`src/hdl/priority_deque_job_server_top_macros.svh`:
```
// Assertion helpers shared by the job server modules.
// Both expect clk and rst_n in scope.
`ifndef PRIORITY_DEQUE_JOB_SERVER_TOP_MACROS_SVH
`define PRIORITY_DEQUE_JOB_SERVER_TOP_MACROS_SVH

// Same-cycle implication.
`define PDJS_ASSERT_NOW(lbl, ante, cons, msg) \
    lbl: assert property (@(posedge clk) disable iff (!rst_n) (ante) |-> (cons)) \
        else $error(msg);

// Next-cycle implication.
`define PDJS_ASSERT_NEXT(lbl, ante, cons, msg) \
    lbl: assert property (@(posedge clk) disable iff (!rst_n) (ante) |=> (cons)) \
        else $error(msg);

`endif

```
`src/hdl/pdjs_pkg.sv`:
```
package pdjs_pkg;

    localparam int QUEUE_DEPTH_DEF = 16;
    localparam int WAIT_W          = 5;

    localparam logic [1:0] FUNC_TICK   = 2'd0;
    localparam logic [1:0] FUNC_NORMAL = 2'd1;
    localparam logic [1:0] FUNC_URGENT = 2'd2;

    typedef struct packed {
        logic [1:0] func;
        logic [7:0] course_id;
        logic [7:0] person_id;
        logic [7:0] job_minutes;
    } in_t;

    typedef struct packed {
        logic              serving;
        logic              urgent;
        logic [7:0]        served_course;
        logic [7:0]        served_person;
        logic [7:0]        time_left;
        logic [31:0]       tick_number;
        logic              dropped;
        logic [WAIT_W-1:0] waiting;
    } out_t;

    typedef struct packed {
        logic       urgent;
        logic [7:0] course;
        logic [7:0] person;
        logic [7:0] minutes;
    } entry_t;

    // Per-tick commands to the deque.
    typedef struct packed {
        logic advance;
        logic push;
        logic urgent;
        logic pop;
    } deq_ctl_t;

endpackage

```
`src/hdl/pdjs_deque.sv`:
```
`include "priority_deque_job_server_top_macros.svh"

module pdjs_deque
    import pdjs_pkg::*;
#(
    parameter int QUEUE_DEPTH = QUEUE_DEPTH_DEF,
    parameter int CNT_W       = $clog2(QUEUE_DEPTH + 1)
)
(
    input  logic             clk,
    input  logic             rst_n,
    input  deq_ctl_t         ctl,
    input  entry_t           wr_entry,
    output logic [CNT_W-1:0] count,
    output entry_t           front
);

    localparam int IDX_W = $clog2(QUEUE_DEPTH);

    entry_t mem [QUEUE_DEPTH];

    logic [IDX_W-1:0] head_reg;
    logic [IDX_W-1:0] head_next;
    logic [CNT_W-1:0] count_reg;
    logic [CNT_W-1:0] count_next;
    entry_t           rd_data_reg;
    entry_t           fwd_data_reg;
    logic             fwd_reg;

    logic [IDX_W-1:0] head_dec;
    logic [IDX_W-1:0] head_ins;
    logic [IDX_W-1:0] head_ins_inc;
    logic [IDX_W:0]   tail_sum;
    logic [IDX_W-1:0] tail;
    logic [IDX_W-1:0] wr_addr;
    logic [IDX_W-1:0] rd_addr;
    logic             wr_en;

    always_comb
    begin
        head_dec = (head_reg == '0) ? IDX_W'(QUEUE_DEPTH - 1) : head_reg - 1'b1;
        tail_sum = {1'b0, head_reg} + (IDX_W + 1)'(count_reg);
        if (tail_sum >= (IDX_W + 1)'(QUEUE_DEPTH))
        begin
            tail = IDX_W'(tail_sum - (IDX_W + 1)'(QUEUE_DEPTH));
        end
        else
        begin
            tail = tail_sum[IDX_W-1:0];
        end

        head_ins     = (ctl.push && ctl.urgent) ? head_dec : head_reg;
        head_ins_inc = (head_ins == IDX_W'(QUEUE_DEPTH - 1)) ? '0 : head_ins + 1'b1;
        head_next    = ctl.pop ? head_ins_inc : head_ins;
        count_next   = CNT_W'(count_reg + CNT_W'(ctl.push) - CNT_W'(ctl.pop));

        wr_en   = ctl.advance && ctl.push;
        wr_addr = ctl.urgent ? head_dec : tail;
        rd_addr = ctl.advance ? head_next : head_reg;
    end

    always_ff @(posedge clk or negedge rst_n)
    begin
        if (!rst_n)
        begin
            head_reg  <= '0;
            count_reg <= '0;
            fwd_reg   <= 1'b0;
        end
        else
        begin
            if (ctl.advance)
            begin
                head_reg  <= head_next;
                count_reg <= count_next;
            end
            fwd_reg <= wr_en && (wr_addr == rd_addr);
        end
    end

    // Front slot is prefetched; a write into that slot on the same edge is forwarded.
    always_ff @(posedge clk)
    begin
        if (wr_en)
        begin
            mem[wr_addr] <= wr_entry;
        end
        rd_data_reg  <= mem[rd_addr];
        fwd_data_reg <= wr_entry;
    end

    assign count = count_reg;
    assign front = fwd_reg ? fwd_data_reg : rd_data_reg;

    `PDJS_ASSERT_NOW(a_count_bound, 1'b1, count_reg <= CNT_W'(QUEUE_DEPTH),
        "deque count beyond depth")
    `PDJS_ASSERT_NOW(a_no_push_full, ctl.advance && ctl.push,
        count_reg < CNT_W'(QUEUE_DEPTH), "push into full deque")
    `PDJS_ASSERT_NOW(a_no_pop_empty, ctl.advance && ctl.pop,
        count_reg != '0 || ctl.push, "pop from empty deque")
    `PDJS_ASSERT_NEXT(a_idle_hold, !ctl.advance,
        $stable(count_reg) && $stable(head_reg), "deque moved without a tick")

endmodule

```
`src/hdl/priority_deque_job_server_top.sv`:
```
// Non-preemptive job server with a priority deque. Each input transfer is one
// tick: normal requests join the back of a ring deque, urgent ones the front, and
// when the current job has run out the front entry is taken on. Exactly one result
// leaves per tick. One tick is accepted every cycle unless a waiting result is not
// taken (out_ready low); a tick passes the input register, then the result register,
// and the deque front is kept prefetched so a pop needs no memory read. The deque holds
// QUEUE_DEPTH entries; a request arriving while it is full is dropped and flagged.
`include "priority_deque_job_server_top_macros.svh"

module priority_deque_job_server_top
    import pdjs_pkg::*;
#(
    parameter int QUEUE_DEPTH = QUEUE_DEPTH_DEF
)
(
    input  logic clk,
    input  logic rst_n,
    input  logic in_valid,
    output logic in_ready,
    input  in_t  in_data,
    output logic out_valid,
    input  logic out_ready,
    output out_t out_data
);

    localparam int CNT_W = $clog2(QUEUE_DEPTH + 1);

    logic        in_valid_reg;
    in_t         in_data_reg;
    logic        out_valid_reg;
    out_t        out_data_reg;
    out_t        out_data_next;
    entry_t      cur_reg;
    entry_t      cur_next;
    logic [31:0] tick_reg;

    logic             advance;
    logic             is_req;
    logic             push_ok;
    logic             pop;
    logic [CNT_W-1:0] count;
    logic [CNT_W-1:0] count_ins;
    logic [CNT_W-1:0] count_after;
    entry_t           req;
    entry_t           front;
    entry_t           job;
    deq_ctl_t         deq_ctl;

    assign advance  = in_valid_reg && (!out_valid_reg || out_ready);
    assign in_ready = !in_valid_reg || advance;

    always_comb
    begin
        is_req      = (in_data_reg.func == FUNC_NORMAL) || (in_data_reg.func == FUNC_URGENT);
        push_ok     = is_req && (count < CNT_W'(QUEUE_DEPTH));
        req.urgent  = (in_data_reg.func == FUNC_URGENT);
        req.course  = in_data_reg.course_id;
        req.person  = in_data_reg.person_id;
        req.minutes = in_data_reg.job_minutes;

        count_ins   = CNT_W'(count + CNT_W'(push_ok));
        pop         = (cur_reg.minutes == 8'd0) && (count_ins != '0);
        count_after = CNT_W'(count_ins - CNT_W'(pop));

        // The new request is the front when it went in at the front or the deque was empty
        if (pop)
        begin
            job = (push_ok && (req.urgent || count == '0)) ? req : front;
        end
        else
        begin
            job = cur_reg;
        end

        cur_next      = job;
        out_data_next = '0;
        if (job.minutes != 8'd0)
        begin
            out_data_next.serving       = 1'b1;
            out_data_next.urgent        = job.urgent;
            out_data_next.served_course = job.course;
            out_data_next.served_person = job.person;
            out_data_next.time_left     = job.minutes;
            cur_next.minutes            = job.minutes - 8'd1;
        end
        out_data_next.tick_number = tick_reg;
        out_data_next.dropped     = is_req && !push_ok;
        out_data_next.waiting     = WAIT_W'(count_after);

        deq_ctl.advance = advance;
        deq_ctl.push    = push_ok;
        deq_ctl.urgent  = req.urgent;
        deq_ctl.pop     = pop;
    end

    pdjs_deque #(
        .QUEUE_DEPTH (QUEUE_DEPTH),
        .CNT_W       (CNT_W)
    ) u_deque (
        .clk      (clk),
        .rst_n    (rst_n),
        .ctl      (deq_ctl),
        .wr_entry (req),
        .count    (count),
        .front    (front)
    );

    always_ff @(posedge clk or negedge rst_n)
    begin
        if (!rst_n)
        begin
            in_valid_reg  <= 1'b0;
            out_valid_reg <= 1'b0;
            cur_reg       <= '0;
            tick_reg      <= '0;
        end
        else
        begin
            if (in_ready)
            begin
                in_valid_reg <= in_valid;
            end
            if (advance)
            begin
                out_valid_reg <= 1'b1;
                cur_reg       <= cur_next;
                tick_reg      <= tick_reg + 32'd1;
            end
            else if (out_ready)
            begin
                out_valid_reg <= 1'b0;
            end
        end
    end

    always_ff @(posedge clk)
    begin
        if (in_valid && in_ready)
        begin
            in_data_reg <= in_data;
        end
        if (advance)
        begin
            out_data_reg <= out_data_next;
        end
    end

    assign out_valid = out_valid_reg;
    assign out_data  = out_data_reg;

    `PDJS_ASSERT_NEXT(a_tick_step, advance, tick_reg == $past(tick_reg) + 32'd1,
        "tick counter missed a step")
    `PDJS_ASSERT_NEXT(a_tick_hold, !advance, $stable(tick_reg),
        "tick counter moved while stalled")
    `PDJS_ASSERT_NOW(a_serve_time, out_valid_reg && out_data_reg.serving,
        out_data_reg.time_left != 8'd0, "served job with no time left")
    `PDJS_ASSERT_NOW(a_drop_full, advance && out_data_next.dropped,
        count == CNT_W'(QUEUE_DEPTH), "request dropped with room in deque")

endmodule

```
`config.mk`:
```
export PLATFORM = sky130hd
export DESIGN_NAME = priority_deque_job_server_top
export DESIGN_NICKNAME = d
export VERILOG_FILES = /design/src/hdl/pdjs_pkg.sv /design/src/hdl/pdjs_deque.sv /design/src/hdl/priority_deque_job_server_top.sv
export VERILOG_INCLUDE_DIRS = /design/src /design/src/hdl
export SDC_FILE = /design/constraint.sdc
export NUM_CORES = 1
export LEC_CHECK = 0
export BUFFER_PORTS_ARGS = -buffer_cell sky130_fd_sc_hd__buf_4
export CAP_MARGIN = 20
export CORE_ASPECT_RATIO = 1.2
export CORE_UTILIZATION = 29
export CTS_BUF_LIST = sky130_fd_sc_hd__clkbuf_8
export DETAILED_ROUTE_END_ITERATION = 8
export GPL_ROUTABILITY_DRIVEN = 0
export GPL_TIMING_DRIVEN = 0
export PLACE_DENSITY = 0.53
export SLEW_MARGIN = 0
export SYNTH_ARGS = -nofsm -noshare
export SYNTH_HDL_FRONTEND = slang
export SYNTH_SLANG_ARGS = --single-unit
export TNS_END_PERCENT = 20
```
`constraint.sdc`:
```
create_clock -name clk -period 7.1 [get_ports clk]
set_input_delay 0.355 -clock clk [delete_from_list [all_inputs] [get_ports clk]]
set_output_delay 0.355 -clock clk [all_outputs]
set_load 0.1 [all_outputs]
```
==> summary.txt, run 1 <==
Arr. time, crit path -> 5.70 ns
post-DR vias/cell -> 4.885
number of enable-type register cells in the synthesized netlist -> 490
crit path cell chain -> inv_1 -> ha_1 -> buf_4 -> or3b_4 -> buf_6 -> o21ai_1 -> ha_1 -> o21ai_0 -> a22oi_1 -> and2_1 -> clkbuf_1 -> buf_2 -> clkbuf_1 -> mux2i_1 -> a221oi_1 -> or4_1
top post-synthesis cells by count -> 490 x edfxtp_1, 194 x nand2_1, 127 x mux2i_1, 124 x a21oi_1, 101 x a221oi_1
CTS sink count -> 609
# port buffers -> 95
FF-to-FF End -> u_deque.rd_data_reg[20]
Seq cells post-synth -> 609
Setup crit start kind -> flop
critical-path cell with the highest stage delay -> clkbuf_1
Post-synth top flop -> edfxtp_1
hold slack -> 0.3422 ns
Die Y -> 314.3 µm
RSZ-0062 raised after global routing -> no
Die W -> 262.2 µm
core area -> 80,450 µm²
pwr/cell area -> 364.7 nW/µm²
vias in the first global route -> 14,750
layout cells sized above 1 -> 0.1549
root buffer cell -> clkbuf_8
Avg Inst Size Synth -> 14.84 µm²
post-route insts no fill -> 2,950
Worst setup EP type -> flop
first-pass GRT wire length -> 93,360 µm
H-tree depth -> 3
fraction of registers with async set/reset -> 0.1133
crit path to -> u_deque.rd_data_reg[20]
CTS Buf Count -> 94
First DRT Iteration DRCs -> 1,076
final slew viol count -> 0
post-route minimum period -> 5.159 ns
Setup-failing EPs final -> 0
Critical Path Start -> in_data_reg[24]
total global routing overflow -> 0
met2 Use GR -> 0.2735
critical path depth -> 16
Worst Path Buf+Inv -> 6
register area share after synthesis -> 0.7400
First-pass DRT Iterations -> 5
Crit path max-delay family -> buffers and inverters
CTS Buffer Depth -> 3
met3 Use GR -> 0.02894
Via Count -> 14,410
Post-route DRC -> 0
# IOs -> 96
Yosys warnings -> 0
Post-Synthesis Cell Area -> 23,570 µm²
count of different cell masters after synthesis -> 55
Yosys top cell by area -> edfxtp_1
Mapped Cells -> 1,588
# resized after CTS -> 0
GRT Overall Usage -> 0.1516
largest cells by area after synthesis -> edfxtp_1 62%, dfrtp_1 7.3%, mux2i_1 5.4%, dfxtp_1 4.2%, a221oi_1 3.8%
number of antenna violations at the first check in global routing -> 1
Total Nets Final -> 1,868
status -> finished clean
Global Route met1 Usage -> 0.1770
relative slew slack -> 0.2912
Power, Total -> 10,290 µW
CTS tree -> yes
CP peak stage delay -> 0.80 ns
Inst Count DP -> 2,744
area share of the largest cell type after synthesis -> 0.6243
Worst-Margin Slew -> 1.063 ns
Fin. Hold Viols -> 0
Worst-path clk slew -> 0.06 ns
worst min-delay path class -> input pin to async pin
GR peak layer -> met2
FF+latch area -> 17,440 µm²
final worst slack -> 1.941 ns
Worst Path Required -> 7.64 ns
Detail Placement HPWL -> 41,730 µm
FILL cells -> 7,774
Initial Utilization -> 0.2930
r2r startpoint -> in_data_reg[24]
most numerous cell in the Yosys netlist -> edfxtp_1
Post-DRT Antenna Nets -> 0
Pleak -> 0.009960 µW
max reg flops -> 400
area occupied by multi-input gates -> 5743 µm²
Mapped Nets -> 1,631
CP max FO -> 18
MaxCap Viol Count -> 0
Setup Skew -> 0.03486 ns
R2R Setup Slk -> 1.94 ns
Critical Setup Path Class -> flop to flop
R2R cell count -> 16
layout overhead on the synthesized area -> 19.67%
Setup WS pre-CTS -> 1.972 ns
row count -> 114
WL per Instance -> 21.18 µm
Die ar. -> 82,420 µm²
Clk Latency, worst-skew pair -> 0.70 ns
period utilization -> 0.7266
FMAX -> 0.1938 GHz
largest net degree at the start of global routing -> 70
Peak VDD IR -> 184.4 µV
WL final -> 62,480 µm
-- layout make-up --
cell class,count,area share
sequential,609,0.6184
multi-input combinational,865,0.2036
timing repair buffer,141,0.04977
clock buffer,99,0.04831
tap,1044,0.04631
buffer,96,0.01566
clock inverter,77,0.01544
inverter,18,0.002396
antenna,1,0.00008872
-- placed cells by master (no fill, tap or decap), drive strengths merged, types with 12 or more instances in the layout --
master       instances
a221oi             101
dlygate4sd3         29
a21oi              124
xnor2               35
ha                  12
nor2                73
dfrtp               69
dfxtp               50
nand2              194
or4                 28
nand3               13
buf                148
mux2i              127
clkinv              20
o21ai               48
inv                 70
edfxtp             490
xor2                15
clkbuf             159
-- per-stage QoR --
stage,cell area (µm²),TNS [ns],utilization
floorplan,23570,0,-
global placement,25590,-42.04,0.3181
detailed placement,26110,0,0.3246
CTS,28200,0,0.3506
global route,28200,0,0.3506
finish,28200,0,0.3506
-- where the power goes --
part           internal, µW  switching [µW]  total (µW)
clock network          1410            1370        2790
registers              4310             203        4520
logic                   870            2110        2980
-- worst min path at each step --
| stage | start | endpoint | slack (ns) | cells after the start |
|---|---|---|---|---|
| 2_1_floorplan | rst_n | cur_reg[0] | 0.06 | 0 |
| 3_3_place_gp | tick_reg[31] | out_data[37] | 0.46 | 0 |
| 6_report | rst_n | cur_reg[4] | 0.34 | 2 |
| 5_1_grt | in_data[18] | in_data_reg[18] | 0.35 | 2 |
| 4_1_cts | rst_n | tick_reg[0] | 0.32 | 2 |
| 3_5_place_dp | tick_reg[31] | out_data[37] | 0.46 | 0 |
-- cells by family after synthesis --
group | synth area share
flops | 0.7400
compound gates | 0.08356
fa+ha+maj | 0.007220
xor+xnor | 0.01858
simple gates | 0.06997
mux | 0.05919
buf+inv | 0.02145
-- routing by layer --
layer  routed length (µm)  vias to the layer above
li1                     -                     6536
met1                24420                     7225
met2                32400                      538
met3                 3920                      112
met4                 1728                        0
met5                    0                        -
-- repair_timing --
action / in CTS / in global routing
endpoints found under the hold margin: 97 / 0
buffers inserted: 0 / 0
hold buffers: 29 / 0
-- worst reg2reg max path: stages (launching register included) --
cell and delay [ns]:
edfxtp_1 0.36, inv_1 0.06, ha_1 0.63, buf_4 0.29
or3b_4 0.39, buf_6 0.15, o21ai_1 0.19, ha_1 0.23
o21ai_0 0.12, a22oi_1 0.17, and2_1 0.19, clkbuf_1 0.25
buf_2 0.29, clkbuf_1 0.80, mux2i_1 0.29, a221oi_1 0.12
or4_1 0.47
No activity file was read; power rests on OpenSTA's default activity.
==> inputs of run 2 (changes only) <==
clock period = 4.8 ns   (was 7.1 ns; I/O delays follow)
==> run 2 against run 1 <==
Critical path depth is 1 higher. Hold slack got worse by 0.11 ns. Sequential power rose by 48%. Final cell count up 0.24%. First-iteration DRC count shrank 15%. Fmax up 12%. Setup slack got worse by 1.8 ns. Critical endpoint is now u_deque.rd_data_reg[2]. Core utilization grew 0.29 points. Global-route usage about the same. Clock skew is 0.0087 ns higher.
==> summary.txt, run 2 (synthesis results as in run 1) <==
MaxCap Viol Count -> 0 (unchanged)
Max Used Layer -> met4
Via Count -> 14,380 (-0.22%)
relative slew slack -> 0.3287 (+0.03751)
First DRT Iteration DRCs -> 915 (-15%)
Fin. Hold Viols -> 0 (unchanged)
Post-DRT Antenna Nets -> 0 (unchanged)
Die ar. -> 82,420 µm² (unchanged)
# IOs -> 96 (unchanged)
post-DR vias/cell -> 4.863 (-0.46%)
first-pass GRT wire length -> 93,390 µm (about the same)
Switch Pwr -> 5503 µW (+49%)
Setup TNS -> 0 ns (unchanged)
core area -> 80,450 µm² (unchanged)
layout cells sized above 1 -> 0.1815 (+0.02663)
Post-Layout Inst Area -> 28,440 µm² (+0.83%)
Critical Path Start -> in_data_reg[24]
number of antenna violations at the first check in global routing -> 1 (unchanged)
Setup Skew -> 0.04353 ns (+0.008662 ns)
vias in the first global route -> 14,830 (+0.54%)
Critical Setup Path Class -> flop to flop
CTS tree -> yes
root buffer cell -> clkbuf_8
Setup-failing EPs final -> 0 (unchanged)
WL per Instance -> 21.22 µm (+0.22%)
pwr/cell area -> 546.5 nW/µm² (+50%)
Clk Latency, worst-skew pair -> 0.70 ns (about the same)
post-route minimum period -> 4.622 ns (-0.5373 ns)
CTS Buf Count -> 98 (+4.3%)
Worst Path Required -> 5.41 ns (-2.23 ns)
row count -> 114 (unchanged)
Initial Utilization -> 0.2930 (unchanged)
Die W -> 262.2 µm (unchanged)
FILL cells -> 7,761 (-0.17%)
wire length on met2 -> 32,360 µm (-0.13%)
most frequent cells in the layout -> 490 x edfxtp_1, 194 x nand2_1, 127 x mux2i_1
Routed met1 length -> 25,110 µm (+2.8%)
largest net degree at the start of global routing -> 70 (unchanged)
Peak VDD IR -> 227.0 µV (+23%)
Post-route DRC -> 0 (unchanged)
r2r startpoint -> in_data_reg[24]
status -> finished clean
GRT Overall Usage -> 0.1516 (about the same)
Placement Cell Area -> 26,090 µm² (-0.11%)
final slew viol count -> 0 (unchanged)
cell-internal power -> 10,040 µW (+52%)
total global routing overflow -> 0 (unchanged)
Comb power frac -> 0.285 (-0.005)
First-pass DRT Iterations -> 6 (+1)
period utilization -> 0.9629 (+0.2362)
CTS Buffer Depth -> 3 (unchanged)
WL final -> 62,760 µm (+0.45%)
clock share of power -> 0.285 (+0.014)
Worst-Margin Slew -> 1.005 ns (-0.05865 ns)
Total Nets Final -> 1,872 (+0.21%)
R2R cell count -> 17 (+1)
Detail Placement HPWL -> 41,330 µm (-0.97%)
worst min-delay path class -> input pin to async pin
met3 wire length -> 3461 µm (-12%)
sw frac -> 0.3541 (-0.004659)
Pleak -> 0.01011 µW (+1.5%)
max reg flops -> 400 (unchanged)
CP max FO -> 10 (-8)
R2R Setup Slk -> 0.18 ns (-1.76 ns)
# port buffers -> 95 (unchanged)
Worst setup EP type -> flop
Die Y -> 314.3 µm (unchanged)
Setup crit start kind -> flop
layout overhead on the synthesized area -> 20.66%
RSZ-0062 raised after global routing -> yes
FMAX -> 0.2164 GHz (+12%)
FF-to-FF End -> u_deque.rd_data_reg[2]
CTS sink count -> 609 (unchanged)
most common cell after layout, fill and taps aside -> edfxtp_1
Worst-path clk slew -> 0.06 ns (about the same)
H-tree depth -> 3 (unchanged)
Arr. time, crit path -> 5.24 ns (-0.46 ns)
Seq pwr share -> 0.430 (-0.009)
[run 2: repair_timing]
item	in CTS	in global routing
gates resized for setup	27	28
endpoints found under the setup margin	46	46
hold endpoints to repair	97	0
buffers inserted	0	0
hold buffers	30	0
[run 2: cell type report]
| type | count | area, µm² | share of cell area |
|---|---|---|---|
| Sequential cell | 609 | 17440 | 0.6133 |
| Multi-Input combinational cell | 865 | 5764 | 0.2027 |
| Clock buffer | 115 | 1583 | 0.05566 |
| Timing Repair Buffer | 141 | 1386 | 0.04875 |
| Tap cell | 1044 | 1306 | 0.04593 |
| Buffer | 96 | 506.7 | 0.01782 |
| Clock inverter | 68 | 380.4 | 0.01338 |
| Inverter | 18 | 67.56 | 0.002376 |
| Antenna cell | 1 | 2.502 | 0.00008799 |
[run 2: power by group through the flow]
stage	combinational (µW)	clock, µW	sequential, µW
CTS	4420	4550	6690
global placement	4160	0	6790
floorplan	2180	0	7410
finish	4430	4430	6680
global route	4750	4770	6750
detailed placement	4370	0	6790
[run 2: critical path, cell delays in order (launching register included)]
cell	delay [ns]
edfxtp_1	0.36
inv_1	0.07
ha_2	0.30
nor2_2	0.24
ha_1	0.32
ha_1	0.27
or2_2	0.16
o22ai_1	0.12
a21o_1	0.23
buf_4	0.18
a22oi_1	0.19
and2_1	0.19
clkbuf_1	0.24
buf_2	0.31
clkbuf_1	0.60
a21oi_1	0.16
a221oi_1	0.42
or4_1	0.19
[run 2: worst max path at each step]
| stage | end | slack [ns] |
|---|---|---|
| final | u_deque.rd_data_reg[2] | 0.18 |
| after global routing | u_deque.rd_data_reg[15] | -0.09 |
| after CTS | u_deque.rd_data_reg[20] | -0.04 |
| after detailed placement | u_deque.rd_data_reg[16] | -0.40 |
| after global placement | u_deque.mem[4][19] | -0.90 |
| after floorplan | u_deque.mem[0][0] | 0.45 |
[run 2: stage by stage]
step	hold WS (ns)	util	setup WS, ns	instances	power (µW)
after detailed placement	0.4196	0.3243	-0.3994	2743	11160
after global placement	0.4211	0.3181	-0.8990	2727	10960
after floorplan	-0.05559	-	0.4487	1588	9593
after global routing	0.2455	0.3535	-0.08621	2957	16270
after CTS	0.1977	0.3530	-0.03557	2956	15660
final	0.2334	0.3535	0.1782	2957	15540
[run 2: routing by layer]
| layer | vias up | GRT usage |
|---|---|---|
| li1 | 6544 | - |
| met3 | 129 | 0.02800 |
| met2 | 462 | 0.2736 |
| met4 | 0 | 0.05816 |
| met1 | 7244 | 0.1783 |
| met5 | - | 0 |
